<file path="src/hw/rtl/amtd_pkg.sv">
// amtd_pkg: shared types and constants of the adaptive threshold detector
// no dependencies; imported by the controller, the datapath, the top level and the checker

package amtd_pkg;

  localparam int CHANNEL_BITS = 8;
  localparam int GAIN_BITS    = 6;
  localparam int ALPHA_BITS   = 16;
  localparam int LINE_BITS    = 3;
  localparam int INDEX_BITS   = 48;
  localparam int CFG_DATA_BITS  = 16;
  localparam int CFG_INDEX_BITS = 2;

  // rounding constant: one half of the alpha scale
  localparam int ROUND_HALF = 1 << (ALPHA_BITS - 1);

  // register reset values
  localparam logic [CHANNEL_BITS-1:0] CHANNEL_RESET = '0;
  localparam logic [GAIN_BITS-1:0]    GAIN_RESET    = GAIN_BITS'(8);
  localparam logic [ALPHA_BITS-1:0]   ALPHA_RESET   = ALPHA_BITS'(655);
  localparam logic [LINE_BITS-1:0]    LINE_RESET    = '0;

  typedef enum logic [CFG_INDEX_BITS-1:0] {
    REG_MONITORED_CHANNEL = 2'd0,
    REG_GAIN_HALVES       = 2'd1,
    REG_SMOOTHING_FACTOR  = 2'd2,
    REG_TTL_LINE          = 2'd3
  } cfg_reg_t;

  typedef enum logic [3:0] {
    ST_IDLE,
    ST_MEAN_DIFF,
    ST_MEAN_MUL,
    ST_MEAN_UPD,
    ST_DEV_ABS,
    ST_DEV_DIFF,
    ST_DEV_MUL,
    ST_DEV_UPD,
    ST_DECIDE
  } state_t;

  typedef enum logic [3:0] {
    OP_NONE,
    OP_LOAD,
    OP_MEAN_DIFF,
    OP_MUL,
    OP_MEAN_UPD,
    OP_DEV_ABS,
    OP_DEV_DIFF,
    OP_DEV_UPD,
    OP_DECIDE
  } dp_op_t;

  typedef struct packed {
    dp_op_t op;
  } dp_cmd_t;

  typedef struct packed {
    logic track;     // loaded word is tracked and the mean is already seeded
    logic out_busy;  // result register holds a word that is not taken this cycle
  } dp_status_t;

endpackage

</file>
<file path="src/hw/rtl/amtd_ctrl.sv">
// amtd_ctrl: sequencer that steps the datapath through one tracked sample
// depends on amtd_pkg

module amtd_ctrl import amtd_pkg::*; (
  input  logic       clk,
  input  logic       rst,
  input  logic       in_valid,
  output logic       in_ready,
  input  dp_status_t status,
  output dp_cmd_t    cmd
);

  state_t state;
  state_t state_next;

  always_ff @(posedge clk) begin
    if (rst) begin
      state <= ST_IDLE;
    end else begin
      state <= state_next;
    end
  end

  always_comb begin
    state_next = state;
    in_ready   = 1'b0;
    cmd.op     = OP_NONE;
    unique case (state)
      ST_IDLE: begin
        in_ready = 1'b1;
        if (in_valid) begin
          cmd.op = OP_LOAD;
          if (status.track) begin
            state_next = ST_MEAN_DIFF;
          end
        end
      end
      ST_MEAN_DIFF: begin
        cmd.op     = OP_MEAN_DIFF;
        state_next = ST_MEAN_MUL;
      end
      ST_MEAN_MUL: begin
        cmd.op     = OP_MUL;
        state_next = ST_MEAN_UPD;
      end
      ST_MEAN_UPD: begin
        cmd.op     = OP_MEAN_UPD;
        state_next = ST_DEV_ABS;
      end
      ST_DEV_ABS: begin
        cmd.op     = OP_DEV_ABS;
        state_next = ST_DEV_DIFF;
      end
      ST_DEV_DIFF: begin
        cmd.op     = OP_DEV_DIFF;
        state_next = ST_DEV_MUL;
      end
      ST_DEV_MUL: begin
        cmd.op     = OP_MUL;
        state_next = ST_DEV_UPD;
      end
      ST_DEV_UPD: begin
        cmd.op     = OP_DEV_UPD;
        state_next = ST_DECIDE;
      end
      ST_DECIDE: begin
        cmd.op = OP_DECIDE;
        // wait here while the result register is still occupied
        if (!status.out_busy) begin
          state_next = ST_IDLE;
        end
      end
      default: begin
        state_next = ST_IDLE;
      end
    endcase
  end

endmodule

</file>
<file path="src/hw/rtl/amtd_dp.sv">
// amtd_dp: running averages, shared alpha multiplier, threshold compare and result register
// depends on amtd_pkg; driven by amtd_ctrl

module amtd_dp import amtd_pkg::*; #(
  parameter int SAMPLE_BITS   = 16,
  parameter int FRACTION_BITS = 16
) (
  input  logic                          clk,
  input  logic                          rst,
  input  dp_cmd_t                       cmd,
  output dp_status_t                    status,
  input  logic                          state_clear,
  input  logic [CHANNEL_BITS-1:0]       monitored_channel,
  input  logic [GAIN_BITS-1:0]          gain_halves,
  input  logic [ALPHA_BITS-1:0]         smoothing_factor,
  input  logic [LINE_BITS-1:0]          ttl_line,
  input  logic signed [SAMPLE_BITS-1:0] sample,
  input  logic [CHANNEL_BITS-1:0]       channel,
  input  logic [INDEX_BITS-1:0]         sample_index,
  input  logic                          restart,
  input  logic                          out_ready,
  output logic                          out_valid,
  output logic                          event_level,
  output logic [INDEX_BITS-1:0]         event_sample,
  output logic [LINE_BITS-1:0]          event_line
);

  localparam int W  = SAMPLE_BITS + FRACTION_BITS;
  localparam int PW = W + 1 + ALPHA_BITS;

  // running state
  logic [W-1:0] mean_average;       // signed
  logic [W-1:0] deviation_average;  // unsigned
  logic         seeded;
  logic         above_flag;

  // per-sample working registers
  logic [W-1:0]          xf;
  logic [INDEX_BITS-1:0] index_hold;
  logic [W-1:0]          dev_abs;
  logic                  diff_neg;
  logic [W:0]            diff_mag;
  logic [PW-1:0]         product;

  logic [W-1:0]    xf_in;
  logic            match;
  logic            seeded_eff;
  logic            out_busy;
  logic [W:0]      mean_diff;
  logic [W:0]      dev_diff;
  logic [W:0]      sel_diff;
  logic [W:0]      neg_diff;
  logic [PW-1:0]   rounded;
  logic [W+1:0]    delta_mag;
  logic [W+1:0]    delta;
  logic [W+1:0]    acc_sel;
  logic [W+1:0]    acc_sum;
  logic [W-1:0]    twice_xf;
  logic [W+GAIN_BITS-1:0] thresh;
  logic            above;
  logic            decide_go;

  assign xf_in      = {sample, {FRACTION_BITS{1'b0}}};
  assign match      = (channel == monitored_channel);
  assign seeded_eff = seeded && !restart;
  assign out_busy   = out_valid && !out_ready;

  assign status.track    = match && seeded_eff;
  assign status.out_busy = out_busy;

  // difference toward the target, sign and magnitude
  assign mean_diff = {xf[W-1], xf} - {mean_average[W-1], mean_average};
  assign dev_diff  = {1'b0, dev_abs} - {1'b0, deviation_average};
  assign sel_diff  = (cmd.op == OP_DEV_DIFF) ? dev_diff : mean_diff;
  assign neg_diff  = ~sel_diff + {{W{1'b0}}, 1'b1};

  // round half away from zero on the magnitude, then restore the sign
  assign rounded   = product + PW'(ROUND_HALF);
  assign delta_mag = {1'b0, rounded[PW-1:ALPHA_BITS]};
  assign delta     = diff_neg ? (~delta_mag + {{(W+1){1'b0}}, 1'b1}) : delta_mag;
  assign acc_sel   = (cmd.op == OP_DEV_UPD) ? {2'b00, deviation_average}
                                            : {{2{mean_average[W-1]}}, mean_average};
  assign acc_sum   = acc_sel + delta;

  // exact compare: 2 * xf against gain_halves * deviation_average
  assign twice_xf  = {xf[W-2:0], 1'b0};
  assign thresh    = {{GAIN_BITS{1'b0}}, deviation_average} *
                     {{W{1'b0}}, gain_halves};
  assign above     = !xf[W-1] && ({{GAIN_BITS{1'b0}}, twice_xf} > thresh);
  assign decide_go = (cmd.op == OP_DECIDE) && !out_busy;

  always_ff @(posedge clk) begin
    if (rst) begin
      mean_average      <= '0;
      deviation_average <= '0;
      seeded            <= 1'b0;
      above_flag        <= 1'b0;
      out_valid         <= 1'b0;
    end else begin
      if (state_clear) begin
        mean_average      <= '0;
        deviation_average <= '0;
        seeded            <= 1'b0;
        above_flag        <= 1'b0;
      end
      case (cmd.op)
        OP_LOAD: begin
          if (restart) begin
            mean_average      <= '0;
            deviation_average <= '0;
            seeded            <= 1'b0;
            above_flag        <= 1'b0;
          end
          // first tracked word only seeds the mean
          if (match && !seeded_eff) begin
            mean_average      <= xf_in;
            deviation_average <= '0;
            seeded            <= 1'b1;
          end
        end
        OP_MEAN_UPD: mean_average      <= acc_sum[W-1:0];
        OP_DEV_UPD:  deviation_average <= acc_sum[W-1:0];
        OP_DECIDE: begin
          if (decide_go) begin
            above_flag <= above;
          end
        end
        default: ;
      endcase
      if (out_valid && out_ready) begin
        out_valid <= 1'b0;
      end
      if (decide_go && (above != above_flag)) begin
        out_valid <= 1'b1;
      end
    end
  end

  always_ff @(posedge clk) begin
    case (cmd.op)
      OP_LOAD: begin
        xf         <= xf_in;
        index_hold <= sample_index;
      end
      OP_MEAN_DIFF, OP_DEV_DIFF: begin
        diff_neg <= sel_diff[W];
        diff_mag <= sel_diff[W] ? neg_diff : sel_diff;
      end
      OP_MUL: begin
        product <= PW'(diff_mag) * PW'(smoothing_factor);
      end
      OP_DEV_ABS: begin
        dev_abs <= sel_diff[W] ? neg_diff[W-1:0] : sel_diff[W-1:0];
      end
      OP_DECIDE: begin
        if (decide_go) begin
          event_level  <= above;
          event_sample <= index_hold;
          event_line   <= ttl_line;
        end
      end
      default: ;
    endcase
  end

endmodule

</file>
<file path="src/hw/rtl/adaptive_mad_threshold_detector.sv">
// adaptive_mad_threshold_detector: top level, configuration registers and unit wiring
// depends on amtd_pkg, amtd_ctrl and amtd_dp
//
//   channel   handshake            payload
//   input     in_valid/in_ready    sample, channel, sample_index, restart
//   output    out_valid/out_ready  event_level, event_sample, event_line
//   config    cfg_write            cfg_index, cfg_data (no ready, no read-back)
//
// a word on another channel, or one that only seeds the mean, leaves the sequencer in idle
// a tracked word is stepped through the mean and deviation updates before the next ready: the single
//   alpha multiplier is used twice in a row, once per average, each use being
//   difference, multiply, round-and-accumulate
// a full result register stalls the sequencer in its final step only
// synchronous active-high reset returns to idle with all averages cleared

module adaptive_mad_threshold_detector import amtd_pkg::*; #(
  parameter int SAMPLE_BITS   = 16,
  parameter int FRACTION_BITS = 16
) (
  input  logic                          clk,
  input  logic                          rst,
  // sample words
  input  logic                          in_valid,
  output logic                          in_ready,
  input  logic signed [SAMPLE_BITS-1:0] sample,
  input  logic [CHANNEL_BITS-1:0]       channel,
  input  logic [INDEX_BITS-1:0]         sample_index,
  input  logic                          restart,
  // event words
  output logic                          out_valid,
  input  logic                          out_ready,
  output logic                          event_level,
  output logic [INDEX_BITS-1:0]         event_sample,
  output logic [LINE_BITS-1:0]          event_line,
  // register writes
  input  logic                          cfg_write,
  input  logic [CFG_INDEX_BITS-1:0]     cfg_index,
  input  logic [CFG_DATA_BITS-1:0]      cfg_data
);

  // configuration registers
  logic [CHANNEL_BITS-1:0] monitored_channel;
  logic [GAIN_BITS-1:0]    gain_halves;
  logic [ALPHA_BITS-1:0]   smoothing_factor;
  logic [LINE_BITS-1:0]    ttl_line;

  logic       state_clear;
  dp_cmd_t    cmd;
  dp_status_t status;

  // any write to the channel register restarts tracking
  assign state_clear = cfg_write && (cfg_reg_t'(cfg_index) == REG_MONITORED_CHANNEL);

  always_ff @(posedge clk) begin
    if (rst) begin
      monitored_channel <= CHANNEL_RESET;
      gain_halves       <= GAIN_RESET;
      smoothing_factor  <= ALPHA_RESET;
      ttl_line          <= LINE_RESET;
    end else if (cfg_write) begin
      unique case (cfg_reg_t'(cfg_index))
        REG_MONITORED_CHANNEL: monitored_channel <= cfg_data[CHANNEL_BITS-1:0];
        REG_GAIN_HALVES:       gain_halves       <= cfg_data[GAIN_BITS-1:0];
        REG_SMOOTHING_FACTOR:  smoothing_factor  <= cfg_data[ALPHA_BITS-1:0];
        REG_TTL_LINE:          ttl_line          <= cfg_data[LINE_BITS-1:0];
      endcase
    end
  end

  // sequencer: owns the input handshake, one datapath step per cycle unless the result is untaken
  amtd_ctrl u_ctrl (
    .clk      (clk),
    .rst      (rst),
    .in_valid (in_valid),
    .in_ready (in_ready),
    .status   (status),
    .cmd      (cmd)
  );

  // datapath: averages in fixed point, threshold compare, result register
  amtd_dp #(
    .SAMPLE_BITS   (SAMPLE_BITS),
    .FRACTION_BITS (FRACTION_BITS)
  ) u_dp (
    .clk               (clk),
    .rst               (rst),
    .cmd               (cmd),
    .status            (status),
    .state_clear       (state_clear),
    .monitored_channel (monitored_channel),
    .gain_halves       (gain_halves),
    .smoothing_factor  (smoothing_factor),
    .ttl_line          (ttl_line),
    .sample            (sample),
    .channel           (channel),
    .sample_index      (sample_index),
    .restart           (restart),
    .out_ready         (out_ready),
    .out_valid         (out_valid),
    .event_level       (event_level),
    .event_sample      (event_sample),
    .event_line        (event_line)
  );

endmodule

</file>
<file path="config.mk">
export PLATFORM = sky130hd
export DESIGN_NAME = adaptive_mad_threshold_detector
export DESIGN_NICKNAME = d
export VERILOG_FILES = /design/src/hw/rtl/amtd_pkg.sv /design/src/hw/rtl/amtd_ctrl.sv /design/src/hw/rtl/amtd_dp.sv /design/src/hw/rtl/adaptive_mad_threshold_detector.sv
export SDC_FILE = /design/constraint.sdc
export NUM_CORES = 2
export LEC_CHECK = 0
export ABC_AREA = 1
export BUFFER_PORTS_ARGS = -buffer_cell sky130_fd_sc_hd__buf_2
export CORE_MARGIN = 2
export CORE_UTILIZATION = 40
export DETAILED_ROUTE_END_ITERATION = 6
export SYNTH_ARGS = -nofsm -noshare
export SYNTH_HDL_FRONTEND = slang
export SYNTH_HIERARCHICAL = 1
export SYNTH_SLANG_ARGS = --single-unit
</file>
<file path="constraint.sdc">
create_clock -name clk -period 18.02 [get_ports clk]
set_input_delay 3.604 -clock clk [delete_from_list [all_inputs] [get_ports clk]]
set_output_delay 3.604 -clock clk [all_outputs]
set_load 0.03 [all_outputs]
</file>
# [Word level (Yosys, flattened, before mapping)]
# Cells that the tools add are included.
[op_classes] bitwise_logic=2 n_lt_le_gt_ge=1 n_eq_ne=24 mux=30 n_addsub=6 multipliers=2 reduce_logical=25
[ops] op="32-bit 2-to-1 mux" count=10
[ops] op="32-bit case mux with 2 select lines" count=2
[ops] op="32-bit by 32-bit subtractor with 33-bit output" count=2
[ops] op="48-bit by 16-bit adder with 48-bit output (second input constant)" count=1
[ops] op="33-bit by 16-bit multiplier with 48-bit output" count=1
[ops] op="32-bit by 38-bit greater-than comparator with 1-bit output" count=1
[ops] op="32-bit by 6-bit multiplier with 38-bit output" count=1
[ops] op="4-bit case mux with 9 select lines" count=1
[ops] op="33-bit by 1-bit adder with 33-bit output (second input constant)" count=1
[ops] op="33-bit 2-to-1 mux" count=1
[ops] op="33-bit NOT" count=1
[ops] op="32-bit by 1-bit adder with 32-bit output (second input constant)" count=1
[ops] op="32-bit adder" count=1
[ops] op="4-bit by 3-bit equality test with 1-bit output (second input constant)" count=8
[ops] op="32-bit NOT" count=1
[ops] op="4-bit case mux with 8 select lines" count=1
[ops] op="4-bit by 2-bit equality test with 1-bit output (second input constant)" count=4
[ops] op="4-bit 2-to-1 mux" count=3
[ops] op="1-bit 2-to-1 mux" count=11
[ops] op="2-bit AND reduction" count=5
[ops] op="1-bit logical AND" count=9
[ops] op="4-bit by 1-bit equality test with 1-bit output (second input constant)" count=2
[ops] op="4-bit equality test (second input constant)" count=2
[ops] op="8-bit equality test" count=1
[ops] op="11 further kinds" count=19
[word_totals] ff_bits=334 in_bits=96 out_inout_bits=54 word_cells=110

# [Longest topological paths before layout]
[logic_depth] word_depth=8 mapped_depth=37

# [Modules after synthesis]
# The synthesis kept the hierarchy.
[modules_own_cells] mod="amtd_dp" n_inst=1 area_each_um2=41947.7 cells_per_inst=5664
[modules_own_cells] mod="adaptive_mad_threshold_detector" n_inst=1 area_each_um2=1360.1 cells_per_inst=204
[modules_own_cells] mod="amtd_ctrl" n_inst=1 area_each_um2=230.2 cells_per_inst=31

# [Least setup slack after synthesis]
# OpenSTA, ideal clock, no wires.
[synth_path] path_kind="input to register" start="in in_valid" end="reg u_dp.mean_average[20]" arrival_ns=9.010 required_time_ns=17.888 cell_stages=8 n_path_buf=1 path_slack_ns=8.878 path_cell_list="o31ai_1 nand2_1 inv_1 nor4_2 o22ai_1 clkbuf_1 a32oi_1 a21oi_1"
[synth_lines] item="start: declaration" line="adaptive_mad_threshold_detector.sv:23" text="input logic in_valid,"
[synth_lines] item="end signal: assignment" line="amtd_dp.sv:116" text="mean_average <= xf_in;"
[synth_lines] item="end signal: assignment" line="amtd_dp.sv:121" text="OP_MEAN_UPD: mean_average <= acc_sum[W-1:0];"
[synth_lines] item="end: declaration" line="amtd_dp.sv:32" text="logic [W-1:0] mean_average;"

# [Worst setup path in the final report]
[layout_path] start="reg gain_halves[4]" end="reg u_dp.out_valid"
[layout_between] elab_chain_cells=6 word_cells_on_any_way=7 classes_between="mul (1); order compare (1); eq/ne (1); mux (1); reduce/logical (3)"
[layout_rtl] item="start: declaration" line="adaptive_mad_threshold_detector.sv:43" text="logic [GAIN_BITS-1:0] gain_halves;"
[layout_rtl] item="start signal: assignment" line="adaptive_mad_threshold_detector.sv:63" text="REG_GAIN_HALVES: gain_halves <= cfg_data[GAIN_BITS-1:0];"
[layout_rtl] item="32-bit by 6-bit multiplier with 38-bit output *" line="amtd_dp.sv:87" text="assign thresh = {{GAIN_BITS{1'b0}}, deviation_average} *"
[layout_rtl] item="32-bit by 38-bit greater-than comparator with 1-bit output *" line="amtd_dp.sv:89" text="assign above = !xf[W-1] && ({{GAIN_BITS{1'b0}}, twice_xf} > thresh);"
[layout_rtl] item="1-bit logical AND *" line="amtd_dp.sv:89"
[layout_rtl] item="1-bit inequality test *" line="amtd_dp.sv:133" text="if (decide_go && (above != above_flag)) begin"
[layout_rtl] item="1-bit logical AND *" line="amtd_dp.sv:133"
[layout_rtl] item="1-bit 2-to-1 mux or 2-bit nonzero test (tied branches)"
[layout_rtl] item="end signal: assignment" line="amtd_dp.sv:98" text="out_valid <= 1'b0;"
[layout_rtl] item="end signal: assignment" line="amtd_dp.sv:131" text="out_valid <= 1'b0;"
[layout_rtl] item="end signal: assignment" line="amtd_dp.sv:134" text="out_valid <= 1'b1;"
[layout_rtl] item="end: declaration" line="amtd_dp.sv:22" text="output logic out_valid,"
# Mark *: on every way between the ends. The rest lies on a longest branch, timed or not.
# A chain may end at the register's enable or synchronous reset.

==> results by group <==
Outcome
  • Status: finished, violations left
  • Failing checks: DRC

Synth
  • Synth Flop Type: edfxtp_1
  • Synthesized area per cell: between 7 and 8 um2
  • Post-synth EDFFs: 215
  • Most common library cells after synthesis: nand2_1, inv_1, fa_1, nor2_1, nand3_1
  • Warnings, synthesis: 6
  • Most numerous cell in the Yosys netlist: nand2_1
  • Synth Instances: 5,899
  • Area share of the largest cell type after synthesis: 25.43%
  • Synthesized net count: 6,806
  • Cell Area, Synth: 43,540 um2
  • Sequential share of the synthesized area: 19.61%
  • Leading post-synthesis cells by cell area: fa_1, edfxtp_1, nand2_1
  • Synth Register Bits: 319
  • Synth cell types: 60
  • Post-synth ARST share: 0%
  • Largest area contributor in the netlist: fa_1

Routing
  • Total wire length: 136.2 mm
  • Remaining routing DRC violations: 12
  • Vias per cell: between 5 and 6
  • Drt wl/cell: 18.57 um
  • DRT antenna net count: 0
  • Starting DRT DRC Count: 2,905
  • Via Count: 37,480
  • Drt pass-1 iters: 7

Critical path
  • CP Capture Type: register
  • CP required: 18,500 ps
  • Slowest stage cell, crit path: dfxtp_1
  • Crit Path Max Fanout: 25
  • Top cell by count, worst path: nand2_1
  • Critical path's top delay family: adder cells
  • Slowest Stage Delay on Critical Path: 610 ps
  • Crit path DAT: 7780 ps
  • Critical Path Start Type: register
  • CP bufs+invs: 5
  • WS Path Type: register to register

Clock network
  • Clock sinks: 319
  • H-tree depth: 2
  • TritonCTS buffer count: 38
  • Post_cts resized: 0
  • TritonCTS clock tree: done
  • Clk buf depth: 3
  • CTS clk-pin slew, worst paths: 60 ps
  • Root Driver: clkbuf_16
  • Hold-fix buffers, CTS: 0
  • Post-CTS Setup Inserts: 0
  • Worst skew pair latency: 580 ps

Timing
  • RSZ-0062 raised after global routing: no
  • Hold WS: 413.6 ps
  • TNS Setup: 0 ps
  • Final Hold Viols: 0
  • Final period util: 40.56%
  • Final worst path period need: 7308 ps
  • # setup viols final: 0
  • Clk_skew: 36.06 ps
  • Worst-margin pin slew: approximately 1100 ps
  • Highest clock rate: 0.1368 GHz
  • Fin. max-slew vios: 0
  • Rel. slew slack: 24.43%

Pwr
  • Internal power: ~4100 uW
  • Clock share of power: 8.2%
  • Combinational group share of total power: 77.9%
  • VDD IR-drop max: between 0.3 and 0.4 mV
  • Leak: 0.02411 uW
  • Psw: 5600 uW
  • PwrDens: roughly 210 nW/um2
  • Part of the power in registers: 13.9%
  • Switching Share: around 57%

Layout
  • Layout cells sized above 1: 5.912%
  • Final std cells w/o fill: 7,335
  • Area growth, synth to finish: 7.354%
  • Fin nets: 6,798
  • Layout fillers: 11,180

GRT
  • Maximum number of pins on one net before global-route repair: 97
  • First-pass GRT wire length: ~220 mm
  • Overflow after GRT: 0
  • Vias in the first global route: 38,370
  • Initial antenna violation count: 1
  • Overall global routing resource usage: around a quarter

Floorplanning
  • Die Width: 333.9 um
  • Initial Utilization: approximately two fifths
  • Total die area: 111,500 um2
  • FP Rows: ~120
  • Core area: approximately 110,000 um2
  • Die height: about 330 um
  • Ports: 150

Placed design
  • HPWL reported at the end of detailed placement: 108.4 mm
  • Placed insts: 7,265
  • GPL Wtd Cong: 0.9826
  • PortBufs: approximately 150

Min path
  • Tightest Hold Check Type: register to register

Flow run
  • Max cap viols: 0
-- through the flow --
stage / total power, uW / setup WS [ps] / instance area (um2) / util (%)
2_1_floorplan: 6353 / 8878 / 43540 / -
3_3_place_gp: 8772 / 10320 / 45440 / 41.92
3_5_place_dp: 8841 / 10240 / 45440 / 41.92
4_1_cts: 9689 / 10780 / 46740 / 43.12
5_1_grt: 10670 / 10160 / 46740 / 43.12
6_report: 9746 / 10710 / 46740 / 43.12
-- layout by cell type, fill, tap and decap left out, types with 8 or more instances in the layout --
master / n
nor2_2: 23
dfxtp_1: 102
fa_1: 553
a21oi_1: 250
nor3_1: 35
a31oi_1: 24
or2_2: 15
buf_2: 149
xor2_1: 102
nor2_4: 10
edfxtp_1: 215
a21o_1: 14
buf_4: 35
o21ai_1: 11
nand2_1: 1682
o21ai_0: 140
nand2_2: 10
nor4_1: 13
nor2_1: 368
inv_1: 1293
nand3b_1: 11
nand3_1: 285
clkbuf_16: 41
o31ai_1: 24
o211ai_1: 8
o21bai_1: 9
o21a_1: 8
nand4_1: 68
inv_2: 11
xnor2_1: 52
ha_1: 258
-- metal layers --
metal	share of wire [%]	vias up	track usage, %
met5	0	-	0
met2	46	1084	40.55
li1	-	17920	-
met1	45	18260	33.64
met4	3.6	0	8.539
met3	5.4	223	2.372
-- cells by family (layout without fill, tap and decap cells) --
family,Yosys count,in the layout,synth area share [%]
AOI/OAI and AO/OA,525,525,6.733
adders and majority gates,811,811,32.84
and+or+nand+nor,2548,2548,24.16
xor gates and xnor gates,158,158,3.247
other,0,1,0
DFF,319,319,19.61
buffers and inverters,1538,1559,13.41
-- sequential cells by signal, summed over array words and instances, names as in the netlist, 3 cells and up --
name,cells
gain_halves,6
u_dp/event_sample,48
u_ctrl/state,4
monitored_channel,8
smoothing_factor,16
u_dp/diff_mag,33
u_dp/dev_abs,32
u_dp/index_hold,48
u_dp/product,33
u_dp/event_line,3
u_dp/xf,16
ttl_line,3
u_dp/mean_average,32
u_dp/deviation_average,32
-- power by group through the flow --
stage          sequential (uW)  combinational, uW  clock (uW)
2_1_floorplan             1260               5090           0
3_3_place_gp              1360               7410           0
3_5_place_dp              1360               7480           0
4_1_cts                   1350               7530         815
5_1_grt                   1360               8470         839
6_report                  1350               7600         798
-- final timing paths --
path	startpoint	endpoint	slack, ps	cells past startpoint
worst min-delay path	u_dp/index_hold[11]	u_dp/event_sample[11]	410	0
worst min register to register	u_dp/index_hold[11]	u_dp/event_sample[11]	410	0
worst max register to register	gain_halves[4]	u_dp/out_valid	10710	36
worst max-delay path	gain_halves[4]	u_dp/out_valid	10710	36
-- area by class of cell --
type | instances | area, um2 | share of cell area, %
Tap cell | 1414 | 1769 | 3.785
Multi-Input combinational cell | 4042 | 29220 | 62.52
Timing Repair Buffer | 184 | 1008 | 2.158
Inverter | 1306 | 4903 | 10.49
Clock buffer | 54 | 1145 | 2.449
Clock inverter | 15 | 150.1 | 0.3212
Sequential cell | 319 | 8541 | 18.27
Antenna cell | 1 | 2.502 | 0.005354
-- worst reg2reg max path: cells and delay by family (launching register included) --
| family | cells | cell delay (ps) |
|---|---|---|
| xor+xnor | 1 | 180 |
| simple gates | 19 | 2040 |
| buf+inv | 5 | 670 |
| compound gates | 6 | 1540 |
| flops | 1 | 610 |
| fa+ha+maj | 5 | 2180 |
Note: power is estimated with default switching activity, not from simulation.
